## config.mk

```make
export PLATFORM = sky130hd
export DESIGN_NAME = isf_ram
export DESIGN_NICKNAME = d
export VERILOG_FILES = /design/src/rtl/isf_ram.sv
export SDC_FILE = /design/constraint.sdc
export NUM_CORES = 1
export LEC_CHECK = 0
export ABC_AREA = 1
export ABC_CLOCK_PERIOD_IN_PS = 1400
export BUFFER_PORTS_ARGS = -buffer_cell sky130_fd_sc_hd__buf_2
export CORE_ASPECT_RATIO = 1.75
export CORE_MARGIN = 2
export CORE_UTILIZATION = 32
export CTS_CLUSTER_SIZE = 24
export DETAILED_ROUTE_END_ITERATION = 16
export PLACE_DENSITY_LB_ADDON = 0.1
export SYNTH_ARGS = -nofsm -noshare
export SYNTH_HDL_FRONTEND = slang
export SYNTH_SLANG_ARGS = --single-unit
```

## constraint.sdc

```tcl
create_clock -name i_clk -period 1.4 [get_ports i_clk]
set_clock_uncertainty 0.05 [all_clocks]
set_input_delay 0.21 -clock i_clk [delete_from_list [all_inputs] [get_ports i_clk]]
set_output_delay 0.21 -clock i_clk [all_outputs]
set_load 0.02 [all_outputs]
```

## src/rtl/isf_ram.sv

```systemverilog
// Generic simple dual-port RAM, one write and one registered read port.
// No dependencies.
`timescale 1ns / 1ps

module isf_ram #(
    parameter int WIDTH = 8,
    parameter int DEPTH = 16
) (
    input  logic                     i_clk,
    input  logic                     i_we,
    input  logic [$clog2(DEPTH)-1:0] i_waddr,
    input  logic [WIDTH-1:0]         i_wdata,
    input  logic [$clog2(DEPTH)-1:0] i_raddr,
    output logic [WIDTH-1:0]         o_rdata
);

    logic [WIDTH-1:0] r_mem [DEPTH];
    logic [WIDTH-1:0] r_rdata;

    always_ff @(posedge i_clk) begin
        if (i_we) begin
            r_mem[i_waddr] <= i_wdata;
        end
        r_rdata <= r_mem[i_raddr];
    end

    assign o_rdata = r_rdata;

endmodule

```

# --- Word-level counts from Yosys, hierarchy flattened ---
# Memory sizes are Yosys's and may differ from the RTL's. A register that Yosys moved wholly into a read port is not among the register bits.
# Cells that the tools add are included.
word_totals:
  ramBits: 128
  in_bits: 18
  ff_bits: 0
  n_memories: 1
memory_table:
  columns: ["memory", "words", "width", "read_ports", "rd_clocked_by_memory_dff", "wr", "line", "source"]
  rows:
  - ["r_mem", 16, 8, 1, 1, 1, "17", "logic [WIDTH-1:0] r_mem [DEPTH];"]
classes:
  muxes: 2
ops:
  columns: ["operator", "count"]
  rows:
  - ["1-bit 2-to-1 mux", 2]

# --- Longest topological paths before layout ---
depth:
  word_depth: 2
  depth_mapped: 8
  depth_no_buf: 7

# --- Worst setup path before layout ---
# OpenSTA, ideal clock, no wires.
synth_timing:
  path_kind: "input-to-reg"
  from: "input port i_waddr[2]"
  to: "memory r_mem[10][0], enable pin"
  path_slack_ps: 189
  path_stages: 2
  arrival_time_ps: 791
  setup_time_ps: 370
  cell_sequence: "nand3b_1 nor2_1"
synth_rtl:
  columns: ["element", "line", "source"]
  rows:
  - ["from (decl)", "11", "input logic [$clog2(DEPTH)-1:0] i_waddr,"]
  - ["to (decl)", "17", null]
# Straight into the memory's write port.

# --- Worst setup path after layout ---
layout_timing:
  from: "register r_rdata[4], in the netlist o_rdata[4], read port of r_mem"
  to: "output port o_rdata[4]"
layout_rtl:
  columns: ["element", "line", "source"]
  rows:
  - ["from (decl)", "18", "logic [WIDTH-1:0] r_rdata;"]
  - ["to (decl)", "14", "output logic [WIDTH-1:0] o_rdata"]
# No word-level cell between the ends.

==> out/results.tsv <==
metric	value	unit
die height	182	um
relative slew slack	0.726	
CTS Buffer Depth	2	
fin nets	621	
Area growth syn-to-layout	20.6	%
Worst Path Arrival	0.99	ns
buffers added on ports	25	
total wire length	14800	um
status	completed	
chip width	105	um
Worst Tran Pin Value	0.411	ns
CP peak stage delay	0.38	ns
Post-CTS Setup Bufs	0	
post-CTS sizing	0	
total CTS buffers	17	
post-DR vias/cell	4.37	
setup TNS	0	ns
PwrDens	1450	mW/mm^2
Startpoint Class	flop	
core area	0.0178	mm^2
placed cell count	818	
Diodes inserted	0	
Die Area	0.0192	mm^2
Initial Util	0.324	
FMAX	803	MHz
clock period minus worst slack	1.25	ns
critical-path cell list	buf_2	
# hold bufs at CTS	0	
crit-path max FO	1	
Tightest Hold Check Type	input pin to flop	
H-tree lvl count	4	
Synth Area in Adders	0	
top cell type's share of synthesized area	0.667	
root cell of the clock tree	clkbuf_16	
Non-Filler Instances	850	
largest family of logic cells by synthesized area	simple AND/OR/NAND/NOR gates	
Peak VDD IR	778	uV
crit path kind	flop to output pin	
Synth Area in Compound Gates	0	
Remaining DRCs	0	
share of cells above drive strength 1	0.144	
TritonRoute pass-1 iters	4	
Seq cells post-synth	136	
Tcrit/Tclk final	0.890	
CTS tree	done	
Cells after Synth	551	
Critical Path End Type	output pin	
synth top area cells	edfxtp_1, nand2_1, nand3_1	
Final WS setup	0.155	ns
Worst path slowest cell	dfxtp_1	
first-pass GRT wire length	22700	um
XOR/XNOR share of the synthesized area	0	
Post-Syn Area per Cell	10.5	um^2
vias in the first global route	3787	
final core area utilization	0.391	
row cnt	65	
mux share of post-synthesis cell area	0	
RePlAce Congestion	0.792	
most frequent cells in the layout	nand2_1, edfxtp_1, inv_1	
mapped cell area	0.00577	mm^2
CP bufs+invs	1	
Synth warnings	0	
initial antenna violation count	0	
P_leak	0.00301	uW
via count	3718	
post-synthesis cell type count	12	
Boundary Pins	26	
Hold Vio Cnt, Final	0	
Slew Limit Fails	0	
Place WS	0.0258	ns
routed length per instance	17.4	um
final number of setup-violating endpoints	0	
CP required	1.14	ns
most common cell after layout, fill and taps aside	nand2_1	
largest net degree at the start of global routing	47	
RSZ-0062 raised after global routing	no	
gr usage total	0.165	
simple-gate share of the synthesized area	0.210	
Worst-Skew Late Latency	0.42	ns
clk sinks	136	
1st-iter DRT viols	161	
Synth area leader	edfxtp_1	
global route overflow	0	
Synth Net Count	569	
Worst-path clk slew	0.06	ns
max cap viols	0	
Seq/Total Area, Yosys	0.694	
DP HPWL	9980	um
Post-DRT Antenna Nets	0	
Top delay family on crit path	flip-flops	
## metal layers
metal,global-route usage,share of wire,up-vias,wire (um)
met5,0,0,-,0
met4,0.0667,0.018,0,262
met3,0.0355,0.025,11,370
met2,0.290,0.54,58,8040
met1,0.194,0.41,1772,6100
li1,-,-,1877,-
## sequential cells by signal, indices dropped and copies added (netlist names)
signal / cells
r_mem: 128
o_rdata: 8
## synth_stat cells
cell / n
inv_1: 100
edfxtp_1: 128
nor2_1: 17
buf_4: 4
dfxtp_1: 8
inv_2: 2
buf_6: 6
nand2_1: 173
buf_1: 1
nand3_1: 97
nand3b_1: 2
buf_2: 13
## through the flow
stage / hold slack [ns] / total power, uW / cell area (um^2)
3_5_place_dp: 0.583 / 5320 / 6310
5_1_grt: 0.169 / 10400 / 6960
3_3_place_gp: 0.578 / 5320 / 6310
4_1_cts: 0.158 / 10200 / 6960
6_report: 0.171 / 10100 / 6960
2_1_floorplan: 0.259 / 5010 / 5770
## worst reg2reg max path, cell delays in order (launching register included)
cell,delay [ns]
edfxtp_1,0.37
inv_1,0.06
nand2_1,0.05
nand3_1,0.10
nand3_1,0.16
nand3_1,0.15
nand2_1,0.06
## kinds of logic after synthesis
group                  Yosys count
buffers and inverters          126
flip-flops                     136
AND/OR/NAND/NOR                289
## cell type report
type	instances	area (um^2)
fill	1776	10900
sequential	136	4000
multi-input combinational	289	1210
clock buffer	20	447
timing repair buffer	57	415
inverter	102	383
tap	234	293
clock inverter	12	201
## power breakdown
group          internal [uW]  total, uW  switching, uW  leakage [uW]
combinational            193        632            439       0.00147
clock                   3210       4870           1660      0.000310
sequential              4550       4590           33.0       0.00122
## path summary, 6_finish.rpt
check,startpoint,end,slack (ns),cells past startpoint
setup / recovery,o_rdata[4]$_DFF_P_,o_rdata[4],0.15,1
hold / removal,i_wdata[6],r_mem[3][6]$_DFFE_PP_,0.17,1
setup reg to reg,r_mem[3][7]$_DFFE_PP_,o_rdata[7]$_DFF_P_,0.30,6
hold reg to reg,r_mem[10][6]$_DFFE_PP_,o_rdata[6]$_DFF_P_,0.61,6
No activity file was read; power rests on OpenSTA's default activity.
